<file path="src/sv/rtb_pkg.sv">
package rtb_pkg;

  localparam int SLOTS       = 16;
  localparam int SLOT_W      = (SLOTS > 1) ? $clog2(SLOTS) : 1;
  localparam int MAX_RESULTS = 16;
  localparam int CNT_W       = $clog2(MAX_RESULTS + 1);
  localparam int QDEPTH      = 2;
  localparam int QPTR_W      = (QDEPTH > 1) ? $clog2(QDEPTH) : 1;
  localparam int QCNT_W      = $clog2(QDEPTH + 1);

  localparam logic [7:0] FOREIGN_LIMIT = 8'h80;

  // register indexes of the configuration port
  localparam logic [2:0] REG_BASE  = 3'd0;
  localparam logic [2:0] REG_LIMIT = 3'd1;
  localparam logic [2:0] REG_DATA  = 3'd2;
  localparam logic [2:0] REG_SYN   = 3'd3;
  localparam logic [2:0] REG_FIN   = 3'd4;
  localparam logic [2:0] REG_ACK   = 3'd5;

  localparam logic [15:0] RST_BASE  = 16'd500;
  localparam logic [3:0]  RST_LIMIT = 4'd5;
  localparam logic [7:0]  RST_DATA  = 8'd129;
  localparam logic [7:0]  RST_SYN   = 8'd130;
  localparam logic [7:0]  RST_FIN   = 8'd131;
  localparam logic [7:0]  RST_ACK   = 8'd128;

  typedef enum logic [1:0] {
    CMD_SEND = 2'd0,
    CMD_RECV = 2'd1,
    CMD_TICK = 2'd2
  } cmd_t;

  typedef enum logic [1:0] {
    OP_SEND,
    OP_RX,
    OP_FOREIGN,
    OP_TICK
  } op_t;

  typedef enum logic [3:0] {
    EV_SENT    = 4'd0,
    EV_NOSLOT  = 4'd1,
    EV_SENDACK = 4'd2,
    EV_ACKCLR  = 4'd3,
    EV_RXNONE  = 4'd4,
    EV_FOREIGN = 4'd5,
    EV_RETX    = 4'd6,
    EV_DROP    = 4'd7,
    EV_NONE    = 4'd8
  } evt_t;

  typedef enum logic [2:0] {
    S_IDLE,
    S_EXEC,
    S_ACK,
    S_RXFIN,
    S_TICK,
    S_TEND
  } st_t;

  typedef struct packed {
    logic [15:0] base_timeout_ms;
    logic [3:0]  retry_limit;
    logic [7:0]  code_data;
    logic [7:0]  code_syn;
    logic [7:0]  code_fin;
    logic [7:0]  code_ack;
  } cfg_t;

  typedef struct packed {
    op_t         op;
    logic        rel;
    logic        ack;
    logic [7:0]  typ;
    logic [31:0] rseq;
    logic [31:0] rack;
    logic [31:0] now;
  } item_t;

  typedef struct packed {
    evt_t        kind;
    logic [3:0]  slot;
    logic [31:0] seq;
    logic [31:0] ack;
    logic [7:0]  typ;
    logic [3:0]  att;
    logic [31:0] tmo;
    logic        last;
  } res_t;

  function automatic logic [3:0] slot_out(input logic [SLOT_W-1:0] idx);
    logic [SLOT_W+3:0] ext;
    ext = {4'b0000, idx};
    return ext[3:0];
  endfunction

endpackage

</file>
<file path="src/sv/rtb_front.sv">
module rtb_front (
  input  logic                 in_valid,
  output logic                 in_ready,
  input  logic [1:0]           command,
  input  logic [7:0]           packet_type,
  input  logic [31:0]          rx_sequence,
  input  logic [31:0]          rx_ack_number,
  input  logic [31:0]          now_ms,
  input  rtb_pkg::cfg_t        cfg,
  input  logic                 q_full,
  output logic                 push,
  output rtb_pkg::item_t       push_item
);

  logic rel;

  assign rel = (packet_type == cfg.code_data) || (packet_type == cfg.code_syn) ||
               (packet_type == cfg.code_fin);
  assign in_ready = !q_full;

  always_comb begin
    push_item      = '0;
    push_item.rel  = rel;
    push_item.ack  = (packet_type == cfg.code_ack);
    push_item.typ  = packet_type;
    push_item.rseq = rx_sequence;
    push_item.rack = rx_ack_number;
    push_item.now  = now_ms;
    push           = in_valid && in_ready;
    case (command)
      rtb_pkg::CMD_SEND: push_item.op = rtb_pkg::OP_SEND;
      rtb_pkg::CMD_RECV: begin
        if (packet_type < rtb_pkg::FOREIGN_LIMIT) begin
          push_item.op = rtb_pkg::OP_FOREIGN;
        end else begin
          push_item.op = rtb_pkg::OP_RX;
        end
      end
      rtb_pkg::CMD_TICK: push_item.op = rtb_pkg::OP_TICK;
      default: push = 1'b0; // drop the unused command code
    endcase
  end

endmodule

</file>
<file path="src/sv/rtb_queue.sv">
module rtb_queue (
  input  logic           clk,
  input  logic           rst,
  input  logic           push,
  input  rtb_pkg::item_t push_item,
  output logic           q_full,
  input  logic           pop,
  output logic           q_valid,
  output rtb_pkg::item_t q_item
);

  rtb_pkg::item_t              store [rtb_pkg::QDEPTH];
  logic [rtb_pkg::QPTR_W-1:0]  wr_ptr;
  logic [rtb_pkg::QPTR_W-1:0]  rd_ptr;
  logic [rtb_pkg::QCNT_W-1:0]  count;

  localparam logic [rtb_pkg::QPTR_W-1:0] PTR_LAST = rtb_pkg::QPTR_W'(rtb_pkg::QDEPTH - 1);

  assign q_full  = (count == rtb_pkg::QCNT_W'(rtb_pkg::QDEPTH));
  assign q_valid = (count != '0);
  assign q_item  = store[rd_ptr];

  always_ff @(posedge clk) begin
    if (rst) begin
      wr_ptr <= '0;
      rd_ptr <= '0;
      count  <= '0;
    end else begin
      if (push) begin
        wr_ptr <= (wr_ptr == PTR_LAST) ? '0 : wr_ptr + rtb_pkg::QPTR_W'(1);
      end
      if (pop) begin
        rd_ptr <= (rd_ptr == PTR_LAST) ? '0 : rd_ptr + rtb_pkg::QPTR_W'(1);
      end
      if (push && !pop) begin
        count <= count + rtb_pkg::QCNT_W'(1);
      end else if (pop && !push) begin
        count <= count - rtb_pkg::QCNT_W'(1);
      end
    end
  end

  always_ff @(posedge clk) begin
    if (push) begin
      store[wr_ptr] <= push_item;
    end
  end

endmodule

</file>
<file path="src/sv/rtb_back.sv">
module rtb_back (
  input  logic           clk,
  input  logic           rst,
  input  rtb_pkg::cfg_t  cfg,
  input  logic           q_valid,
  input  rtb_pkg::item_t q_item,
  output logic           pop,
  output logic           out_valid,
  input  logic           out_ready,
  output rtb_pkg::res_t  out_res
);

  localparam int SW = rtb_pkg::SLOT_W;
  localparam logic [SW-1:0] IDX_LAST = SW'(rtb_pkg::SLOTS - 1);

  rtb_pkg::st_t   state;
  rtb_pkg::st_t   state_next;
  rtb_pkg::item_t cur;
  logic [SW-1:0]  idx;
  logic           matched;
  logic [rtb_pkg::CNT_W-1:0] cnt;
  logic           pend_valid;
  rtb_pkg::res_t  pend;
  logic [31:0]    next_sequence;
  logic [31:0]    last_acked;

  logic [rtb_pkg::SLOTS-1:0] entry_valid;
  logic [31:0] entry_seq     [rtb_pkg::SLOTS];
  logic [7:0]  entry_type    [rtb_pkg::SLOTS];
  logic [31:0] entry_stamp   [rtb_pkg::SLOTS];
  logic [3:0]  entry_retries [rtb_pkg::SLOTS];

  logic          rd_valid;
  logic [31:0]   rd_seq;
  logic [7:0]    rd_type;
  logic [31:0]   rd_stamp;
  logic [3:0]    rd_retries;
  logic [31:0]   tmo;
  logic [31:0]   age;
  logic          due;
  logic          scan_last;
  logic          can_load;
  logic          any_free;
  logic [SW-1:0] free_idx;

  logic          load_out;
  rtb_pkg::res_t out_new;
  logic          pend_load;
  logic          pend_clear;
  rtb_pkg::res_t pend_new;
  logic          idx_inc;
  logic          ins;
  logic          clr_valid;
  logic          upd;
  logic          seq_adv;
  logic          la_we;
  logic          matched_set;

  assign rd_valid   = entry_valid[idx];
  assign rd_seq     = entry_seq[idx];
  assign rd_type    = entry_type[idx];
  assign rd_stamp   = entry_stamp[idx];
  assign rd_retries = entry_retries[idx];
  // widest shift is 16 + 15 bits, so the 32-bit timeout never saturates
  assign tmo        = 32'(cfg.base_timeout_ms) << rd_retries;
  assign age        = cur.now - rd_stamp;
  assign due        = rd_valid && (age > tmo);
  assign scan_last  = (idx == IDX_LAST);
  assign can_load   = !out_valid || out_ready;

  always_comb begin
    any_free = 1'b0;
    free_idx = '0;
    for (int i = rtb_pkg::SLOTS - 1; i >= 0; i--) begin
      if (!entry_valid[i]) begin
        any_free = 1'b1;
        free_idx = SW'(i);
      end
    end
  end

  always_comb begin
    state_next  = state;
    pop         = 1'b0;
    load_out    = 1'b0;
    out_new     = '0;
    pend_load   = 1'b0;
    pend_clear  = 1'b0;
    pend_new    = '0;
    idx_inc     = 1'b0;
    ins         = 1'b0;
    clr_valid   = 1'b0;
    upd         = 1'b0;
    seq_adv     = 1'b0;
    la_we       = 1'b0;
    matched_set = 1'b0;
    case (state)
      rtb_pkg::S_IDLE: begin
        if (q_valid) begin
          pop = 1'b1;
          case (q_item.op)
            rtb_pkg::OP_RX:   state_next = q_item.ack ? rtb_pkg::S_ACK : rtb_pkg::S_RXFIN;
            rtb_pkg::OP_TICK: state_next = rtb_pkg::S_TICK;
            default:          state_next = rtb_pkg::S_EXEC;
          endcase
        end
      end
      rtb_pkg::S_EXEC: begin
        out_new.typ  = cur.typ;
        out_new.last = 1'b1;
        if (can_load) begin
          load_out   = 1'b1;
          state_next = rtb_pkg::S_IDLE;
          if (cur.op == rtb_pkg::OP_FOREIGN) begin
            out_new.kind = rtb_pkg::EV_FOREIGN;
          end else if (cur.rel && !any_free) begin
            out_new.kind = rtb_pkg::EV_NOSLOT;
          end else begin
            out_new.kind = rtb_pkg::EV_SENT;
            out_new.slot = cur.rel ? rtb_pkg::slot_out(free_idx) : 4'd0;
            out_new.seq  = next_sequence;
            out_new.ack  = last_acked;
            seq_adv      = 1'b1;
            ins          = cur.rel;
          end
        end
      end
      rtb_pkg::S_ACK: begin
        if (rd_valid && (rd_seq == cur.rack)) begin
          out_new.kind = rtb_pkg::EV_ACKCLR;
          out_new.slot = rtb_pkg::slot_out(idx);
          out_new.seq  = rd_seq;
          out_new.typ  = cur.typ;
          out_new.last = !cur.rel;
          if (can_load) begin
            load_out    = 1'b1;
            clr_valid   = 1'b1;
            matched_set = 1'b1;
            state_next  = rtb_pkg::S_RXFIN;
          end
        end else if (scan_last) begin
          state_next = rtb_pkg::S_RXFIN;
        end else begin
          idx_inc = 1'b1;
        end
      end
      rtb_pkg::S_RXFIN: begin
        out_new.typ  = cur.typ;
        out_new.last = 1'b1;
        if (cur.rel) begin
          out_new.kind = rtb_pkg::EV_SENDACK;
          out_new.seq  = next_sequence;
          out_new.ack  = cur.rseq;
          if (can_load) begin
            load_out   = 1'b1;
            la_we      = 1'b1;
            state_next = rtb_pkg::S_IDLE;
          end
        end else if (!matched) begin
          out_new.kind = rtb_pkg::EV_RXNONE;
          out_new.seq  = cur.rseq;
          if (can_load) begin
            load_out   = 1'b1;
            state_next = rtb_pkg::S_IDLE;
          end
        end else begin
          state_next = rtb_pkg::S_IDLE;
        end
      end
      rtb_pkg::S_TICK: begin
        pend_new.slot = rtb_pkg::slot_out(idx);
        pend_new.seq  = rd_seq;
        pend_new.ack  = last_acked;
        pend_new.typ  = rd_type;
        pend_new.tmo  = tmo;
        if (rd_retries < cfg.retry_limit) begin
          pend_new.kind = rtb_pkg::EV_RETX;
          pend_new.att  = rd_retries + 4'd1;
        end else begin
          pend_new.kind = rtb_pkg::EV_DROP;
          pend_new.att  = rd_retries;
        end
        out_new = pend;
        if (cnt == rtb_pkg::CNT_W'(rtb_pkg::MAX_RESULTS)) begin
          state_next = rtb_pkg::S_TEND;
        end else if (due) begin
          // hold the new result back until the scan shows whether it is the last
          if (!pend_valid || can_load) begin
            load_out  = pend_valid;
            pend_load = 1'b1;
            upd       = (rd_retries < cfg.retry_limit);
            clr_valid = !(rd_retries < cfg.retry_limit);
            if (scan_last) begin
              state_next = rtb_pkg::S_TEND;
            end else begin
              idx_inc = 1'b1;
            end
          end
        end else if (scan_last) begin
          state_next = rtb_pkg::S_TEND;
        end else begin
          idx_inc = 1'b1;
        end
      end
      rtb_pkg::S_TEND: begin
        if (pend_valid) begin
          out_new = pend;
        end else begin
          out_new.kind = rtb_pkg::EV_NONE;
        end
        out_new.last = 1'b1;
        if (can_load) begin
          load_out   = 1'b1;
          pend_clear = 1'b1;
          state_next = rtb_pkg::S_IDLE;
        end
      end
      default: state_next = rtb_pkg::S_IDLE;
    endcase
  end

  always_ff @(posedge clk) begin
    if (rst) begin
      state         <= rtb_pkg::S_IDLE;
      out_valid     <= 1'b0;
      pend_valid    <= 1'b0;
      next_sequence <= 32'd1;
      last_acked    <= '0;
      entry_valid   <= '0;
    end else begin
      state <= state_next;
      if (load_out) begin
        out_valid <= 1'b1;
      end else if (out_ready) begin
        out_valid <= 1'b0;
      end
      if (pend_load) begin
        pend_valid <= 1'b1;
      end else if (pend_clear) begin
        pend_valid <= 1'b0;
      end
      if (seq_adv) begin
        next_sequence <= next_sequence + 32'd1;
      end
      if (la_we) begin
        last_acked <= cur.rseq;
      end
      if (ins) begin
        entry_valid[free_idx] <= 1'b1;
      end
      if (clr_valid) begin
        entry_valid[idx] <= 1'b0;
      end
    end
  end

  always_ff @(posedge clk) begin
    if (pop) begin
      cur     <= q_item;
      idx     <= '0;
      matched <= 1'b0;
      cnt     <= '0;
    end else begin
      if (idx_inc) begin
        idx <= idx + SW'(1);
      end
      if (matched_set) begin
        matched <= 1'b1;
      end
      if (pend_load) begin
        cnt <= cnt + rtb_pkg::CNT_W'(1);
      end
    end
    if (load_out) begin
      out_res <= out_new;
    end
    if (pend_load) begin
      pend <= pend_new;
    end
    if (ins) begin
      entry_seq[free_idx]     <= next_sequence;
      entry_type[free_idx]    <= cur.typ;
      entry_stamp[free_idx]   <= cur.now;
      entry_retries[free_idx] <= 4'd0;
    end
    if (upd) begin
      entry_retries[idx] <= rd_retries + 4'd1;
      entry_stamp[idx]   <= cur.now;
    end
  end

endmodule

</file>
<file path="src/sv/retransmit_tracker_backoff.sv">
// Retransmission table with exponential backoff.
// Input channel (in_valid/in_ready): one word per command: send, receive or
// time tick. Output channel (out_valid/out_ready): result words; the last word
// caused by an input word carries last_of_run. Configuration is written
// through cfg_we/cfg_index/cfg_data, one register per cycle; the user must
// write it only while idle, which the block does not enforce. Accepted words
// pass a classifier into a two-entry queue; a sequencer drains the queue one
// word at a time and owns the slot table. With the queue empty and the
// sequencer idle, a send or foreign receive result passes the queue, the
// sequencer's item register and the output register; the last result of an
// ack receive or a tick comes after its scan. An ack receive and a tick scan
// the table one slot per cycle while the output is not stalled; the slot
// scan sets the rate.
// Reset: the table is empty, the sequence counter is 1, the last acked number
// is 0 and the registers take their default values.
// A stalled receiver holds the output register; the sequencer then waits,
// and the input side keeps taking words until the queue is full.
module retransmit_tracker_backoff (
  input  logic        clk,
  input  logic        rst,
  input  logic        in_valid,
  output logic        in_ready,
  input  logic [1:0]  command,
  input  logic [7:0]  packet_type,
  input  logic [31:0] rx_sequence,
  input  logic [31:0] rx_ack_number,
  input  logic [31:0] now_ms,
  output logic        out_valid,
  input  logic        out_ready,
  output logic [3:0]  event_kind,
  output logic [3:0]  slot_index,
  output logic [31:0] seq_number,
  output logic [31:0] ack_value,
  output logic [7:0]  result_type,
  output logic [3:0]  attempt,
  output logic [31:0] timeout_used,
  output logic        last_of_run,
  input  logic        cfg_we,
  input  logic [2:0]  cfg_index,
  input  logic [15:0] cfg_data
);

  rtb_pkg::cfg_t  cfg;
  logic           q_full;
  logic           push;
  rtb_pkg::item_t push_item;
  logic           q_valid;
  logic           pop;
  rtb_pkg::item_t q_item;
  rtb_pkg::res_t  out_res;

  always_ff @(posedge clk) begin
    if (rst) begin
      cfg.base_timeout_ms <= rtb_pkg::RST_BASE;
      cfg.retry_limit     <= rtb_pkg::RST_LIMIT;
      cfg.code_data       <= rtb_pkg::RST_DATA;
      cfg.code_syn        <= rtb_pkg::RST_SYN;
      cfg.code_fin        <= rtb_pkg::RST_FIN;
      cfg.code_ack        <= rtb_pkg::RST_ACK;
    end else if (cfg_we) begin
      case (cfg_index)
        rtb_pkg::REG_BASE:  cfg.base_timeout_ms <= cfg_data;
        rtb_pkg::REG_LIMIT: cfg.retry_limit     <= cfg_data[3:0];
        rtb_pkg::REG_DATA:  cfg.code_data       <= cfg_data[7:0];
        rtb_pkg::REG_SYN:   cfg.code_syn        <= cfg_data[7:0];
        rtb_pkg::REG_FIN:   cfg.code_fin        <= cfg_data[7:0];
        rtb_pkg::REG_ACK:   cfg.code_ack        <= cfg_data[7:0];
        default: ;
      endcase
    end
  end

  rtb_front u_front (
    .in_valid      (in_valid),
    .in_ready      (in_ready),
    .command       (command),
    .packet_type   (packet_type),
    .rx_sequence   (rx_sequence),
    .rx_ack_number (rx_ack_number),
    .now_ms        (now_ms),
    .cfg           (cfg),
    .q_full        (q_full),
    .push          (push),
    .push_item     (push_item)
  );

  rtb_queue u_queue (
    .clk       (clk),
    .rst       (rst),
    .push      (push),
    .push_item (push_item),
    .q_full    (q_full),
    .pop       (pop),
    .q_valid   (q_valid),
    .q_item    (q_item)
  );

  rtb_back u_back (
    .clk       (clk),
    .rst       (rst),
    .cfg       (cfg),
    .q_valid   (q_valid),
    .q_item    (q_item),
    .pop       (pop),
    .out_valid (out_valid),
    .out_ready (out_ready),
    .out_res   (out_res)
  );

  assign event_kind   = out_res.kind;
  assign slot_index   = out_res.slot;
  assign seq_number   = out_res.seq;
  assign ack_value    = out_res.ack;
  assign result_type  = out_res.typ;
  assign attempt      = out_res.att;
  assign timeout_used = out_res.tmo;
  assign last_of_run  = out_res.last;

`ifndef SYNTHESIS
  a_pop_nonempty: assert property (@(posedge clk) disable iff (rst)
    pop |-> q_valid)
    else $error("sequencer popped an empty queue");

  a_push_space: assert property (@(posedge clk) disable iff (rst)
    push |-> !q_full)
    else $error("word pushed into a full queue");

  a_none_last: assert property (@(posedge clk) disable iff (rst)
    (out_valid && (event_kind == rtb_pkg::EV_NONE)) |-> last_of_run)
    else $error("nothing-due result not marked last");

  a_noslot: assert property (@(posedge clk) disable iff (rst)
    (out_valid && (event_kind == rtb_pkg::EV_NOSLOT)) |-> (last_of_run && (seq_number == '0)))
    else $error("refused send carries a sequence number");
`endif

endmodule
</file>
<file path="config.mk">
export PLATFORM = sky130hd
export DESIGN_NAME = retransmit_tracker_backoff
export DESIGN_NICKNAME = d
export VERILOG_FILES = /design/src/sv/rtb_pkg.sv /design/src/sv/rtb_front.sv /design/src/sv/rtb_queue.sv /design/src/sv/rtb_back.sv /design/src/sv/retransmit_tracker_backoff.sv
export SDC_FILE = /design/constraint.sdc
export NUM_CORES = 2
export LEC_CHECK = 0
export ABC_AREA = 1
export BUFFER_PORTS_ARGS = -buffer_cell sky130_fd_sc_hd__buf_2
export CAP_MARGIN = 20
export CELL_PAD_IN_SITES_DETAIL_PLACEMENT = 0
export CELL_PAD_IN_SITES_GLOBAL_PLACEMENT = 1
export CORE_MARGIN = 5
export CORE_UTILIZATION = 30
export CTS_BUF_LIST = sky130_fd_sc_hd__clkbuf_2
export CTS_CLUSTER_DIAMETER = 50
export DETAILED_ROUTE_END_ITERATION = 8
export GPL_TIMING_DRIVEN = 0
export PLACE_DENSITY = 0.59
export SYNTH_ARGS = -nofsm -noshare
export SYNTH_HDL_FRONTEND = slang
export SYNTH_SLANG_ARGS = --single-unit
</file>
<file path="constraint.sdc">
create_clock -name clk -period 14.3 [get_ports clk]
set_clock_uncertainty 0.15 [all_clocks]
set_input_delay 2.86 -clock clk [delete_from_list [all_inputs] [get_ports clk]]
set_output_delay 2.86 -clock clk [all_outputs]
set_load 0.02 [all_outputs]
</file>
==> impl_results.md <==
- Asr flop ratio synth: 0%
- Sequential share of power: roughly 40%
- Post-DRT Antenna Nets: 0
- First-pass GRT wire length: approximately 420000 um
- Startpoint Class: register
- Crit share post-route: between 70% and 80%
- Slowest cell on the critical path: nor2_4
- Dpl hpwl: ~210000 um
- Flop and latch count out of synthesis: between 1500 and 2000
- Status: finished, final reports clean
- Cell area after placement: slightly below 90000 sq um
- Clock buffer depth: 4
- Syn Inst Count: about 6500
- Fin crit period: 11.39 ns
- Post-synth EDFFs: around 1800
- Internal cell power: between 0.01 and 0.015 W
- CTS HTree Levels: 5
- Max_cap viols: 0
- Total power per unit cell area: just over 200 nW/um^2
- Vias in the first global route: between 50000 and 60000
- Clock root cell: clkbuf_2
- Critical Path RT: ~15 ns
- Peak VDD IR: about 0.11 mV
- WL per Instance: 27.0 um
- Warnings, synthesis: 0
- Relative slew slack: around a fifth
- Initial antenna violation count: 24
- Routed vias/inst: ~5.1
- Worst skew pair latency: 1.84 ns
- Port bufs: between 200 and 250
- NumNets Final: about 7500
- Largest net degree at the start of global routing: 32
- Mean Syn Cell Area: between 10 and 15 sq um
- Synth Cell Area: 80200 sq um
- Combinational share of power: 40.6%
- Critical Path Max Stage Delay: between 0.7 and 0.8 ns
- CP Data Arrival Time: 12.58 ns
- Post-synth top cells: edfxtp_1 (1768), inv_1 (757), nand2_1 (709)
- Hold Path Origin: u_queue.store[1][52]
- Net Count, Synth: 6705
- Sequential share of the synthesized area: a little over two thirds
- Yosys cell types: 55
- Synth area leader: edfxtp_1
- Postcts setup bufs: 0
- Pre-Repair DR Iteration Count: 5
- CORE AREA: about 270000 sq um
- CTS Buf Count: approximately 480
- Worst Tran Pin Value: roughly 1.2 ns
- Area contributors post-synth: edfxtp_1 (66%), dfxtp_1 (3.9%), inv_1 (3.5%)
- Switching power: between 0.008 and 0.009 W
- Die height: about 530 um
- Initial drt markers: about 5900
- Final slew viol count: 0
- Clock sinks: between 1500 and 2000
- Total grt overflow: 0
- Vias: about 57000
- DR DRC count: 0
- CTS Hold Bufs: 0
- Fmax: 87.8 MHz
- LEAKAGE: around 34 nW
- WS Path Type: reg2reg
- Worst setup EP type: register
- Layout overhead on the synthesized area: 15.0%
- # rows: approximately 190
- Hold crit path type: reg2reg
- WHS: about 0.23 ns
- Sw frac: between 40% and 50%
- Chip width: 527 um
- Setup tns final: 0 ns
- Most used cell, CP: nand2_1
- Finished Cell Area: between 90000 and 100000 sq um
- Drt total wl: about 300000 um
- Endpoints failing setup: 0
- Post-synth top flop: edfxtp_1
- I/O Pins: ~250
- Initial Util: a little under a third
- Yosys top cell area share: between 60% and 70%
- Most common cell in the netlist: edfxtp_1
- Post-CTS sizing: 0
- Clock share of power: between 10% and 20%
- RSZ-0062 raised after global routing: false
- Gpl congestion: 0.880
- Share of layout cells above drive strength 1: roughly 18%
- Max FO, Critical Path: 21
- Tot Pwr: 0.0187 W
- Endpoints failing hold: 0
- Clk slew on worst S/H paths: about 0.10 ns
- Total track usage: a little over a fifth
- Die area: ~280000 sq um
- CTS tree: built
==> worst max-delay path: cells and delay by family (launching register included) <==
| kind | cells | cell delay (ns) |
|---|---|---|
| and+or+nand+nor | 28 | 3.99 |
| buffers and inverters | 11 | 3.78 |
| DFF | 1 | 0.34 |
| xor gates and xnor gates | 1 | 0.16 |
| AOI/OAI and AO/OA | 10 | 1.76 |
| adders and majority gates | 3 | 0.68 |
==> state kept, by name, indices dropped and copies added (netlist names), 2 cells and up, named ones only <==
name and count:
u_back.entry_seq 512, u_back.entry_stamp 512, u_queue.store 216, u_back.entry_type 128, u_back.out_res 116, u_back.pend 113, u_back.cur 107, u_back.entry_retries 64
cfg 52, u_back.last_acked 32, u_back.next_sequence 32, u_back.entry_valid 16, u_back.cnt 5, u_back.idx 4, u_back.state 3, u_queue.count 2
==> metrics by stage <==
| step | worst slack, ns | cells | util [%] |
|---|---|---|---|
| after floorplan | 4.27 | 6496 | - |
| after global placement | -2.93 | 10300 | 32.3 |
| after detailed placement | 3.04 | 10400 | 33.1 |
| after CTS | 2.88 | 11200 | 34.7 |
| after global routing | 2.29 | 11200 | 34.7 |
| final | 2.91 | 11200 | 34.7 |
==> final timing paths <==
path                                     to  slack, ns  cells past startpoint
setup / recovery  u_back.entry_stamp[12][7]       2.91                     53
hold / removal               u_back.cur[52]       0.23                      1
setup reg to reg  u_back.entry_stamp[12][7]       2.91                     53
hold reg to reg              u_back.cur[52]       0.23                      1
==> kinds of logic (layout without fill, tap and decap cells) <==
logic type               after synthesis  count (layout)  synth area share (%)
flip-flops                          1924            1924                  70.1
AND/OR/NAND/NOR                     1595            1595                  8.34
AO/OA/AOI/OAI                       1457            1457                  10.6
buffers and inverters               1111            2285                  5.56
multiplexers                         251             251                  3.30
adder cells (fa/ha/maj)               79              79                  1.24
XOR/XNOR                              78              78                 0.852
other                                  1              11               0.00468
==> placed cells by master, fill, tap and decap left out, types with 13 or more instances in the layout <==
| cell type | count |
|---|---|
| edfxtp_1 | 1768 |
| inv_1 | 757 |
| nand2_1 | 709 |
| clkbuf_2 | 692 |
| o21ai_0 | 542 |
| nor2_1 | 422 |
| a21oi_1 | 413 |
| buf_2 | 340 |
| nand3_1 | 311 |
| o211ai_1 | 284 |
| clkbuf_1 | 192 |
| dfxtp_1 | 156 |
| mux2i_1 | 144 |
| mux2_2 | 107 |
| clkinv_1 | 103 |
| ha_1 | 78 |
| buf_12 | 63 |
| o21ai_1 | 47 |
| xor2_1 | 45 |
| nor3_1 | 37 |
| nor2_4 | 36 |
| o221ai_1 | 36 |
| o22ai_1 | 35 |
| nand4_1 | 34 |
| a221oi_1 | 34 |
| xnor2_1 | 33 |
| buf_1 | 31 |
| buf_6 | 23 |
| a31oi_1 | 22 |
| buf_4 | 20 |
| clkinv_2 | 17 |
| buf_16 | 16 |
| or2_2 | 13 |
==> power groups by stage <==
stage / clock network, W / logic (W) / registers [W]
finish: 0.00365 / 0.00758 / 0.00744
global route: 0.00404 / 0.00821 / 0.00748
CTS: 0.00375 / 0.00753 / 0.00745
detailed placement: 0 / 0.00749 / 0.00757
global placement: 0 / 0.00740 / 0.00769
floorplan: 0 / 0.00426 / 0.00746
==> per-layer routing <==
layer / GRT usage, % / share of wire [%] / vias to the layer above
met5: 0 / 0.022 / -
met4: 8.65 / 4.1 / 10
met3: 3.48 / 7.6 / 557
met2: 33.3 / 45 / 2644
met1: 28.9 / 43 / 28500
li1: - / - / 25200
==> cell type report <==
| cell class | instances | area (sq um) |
|---|---|---|
| Fill cell | 26600 | 173000 |
| Timing Repair Buffer | 350 | 3180 |
| Buffer | 343 | 1580 |
| Multi-Input combinational cell | 3461 | 19800 |
| Clock inverter | 133 | 674 |
| Sequential cell | 1924 | 56200 |
| Inverter | 768 | 2880 |
| Antenna cell | 10 | 25.0 |
| Clock buffer | 691 | 3460 |
| Tap cell | 3533 | 4420 |
(Power assumes the default switching activity.)
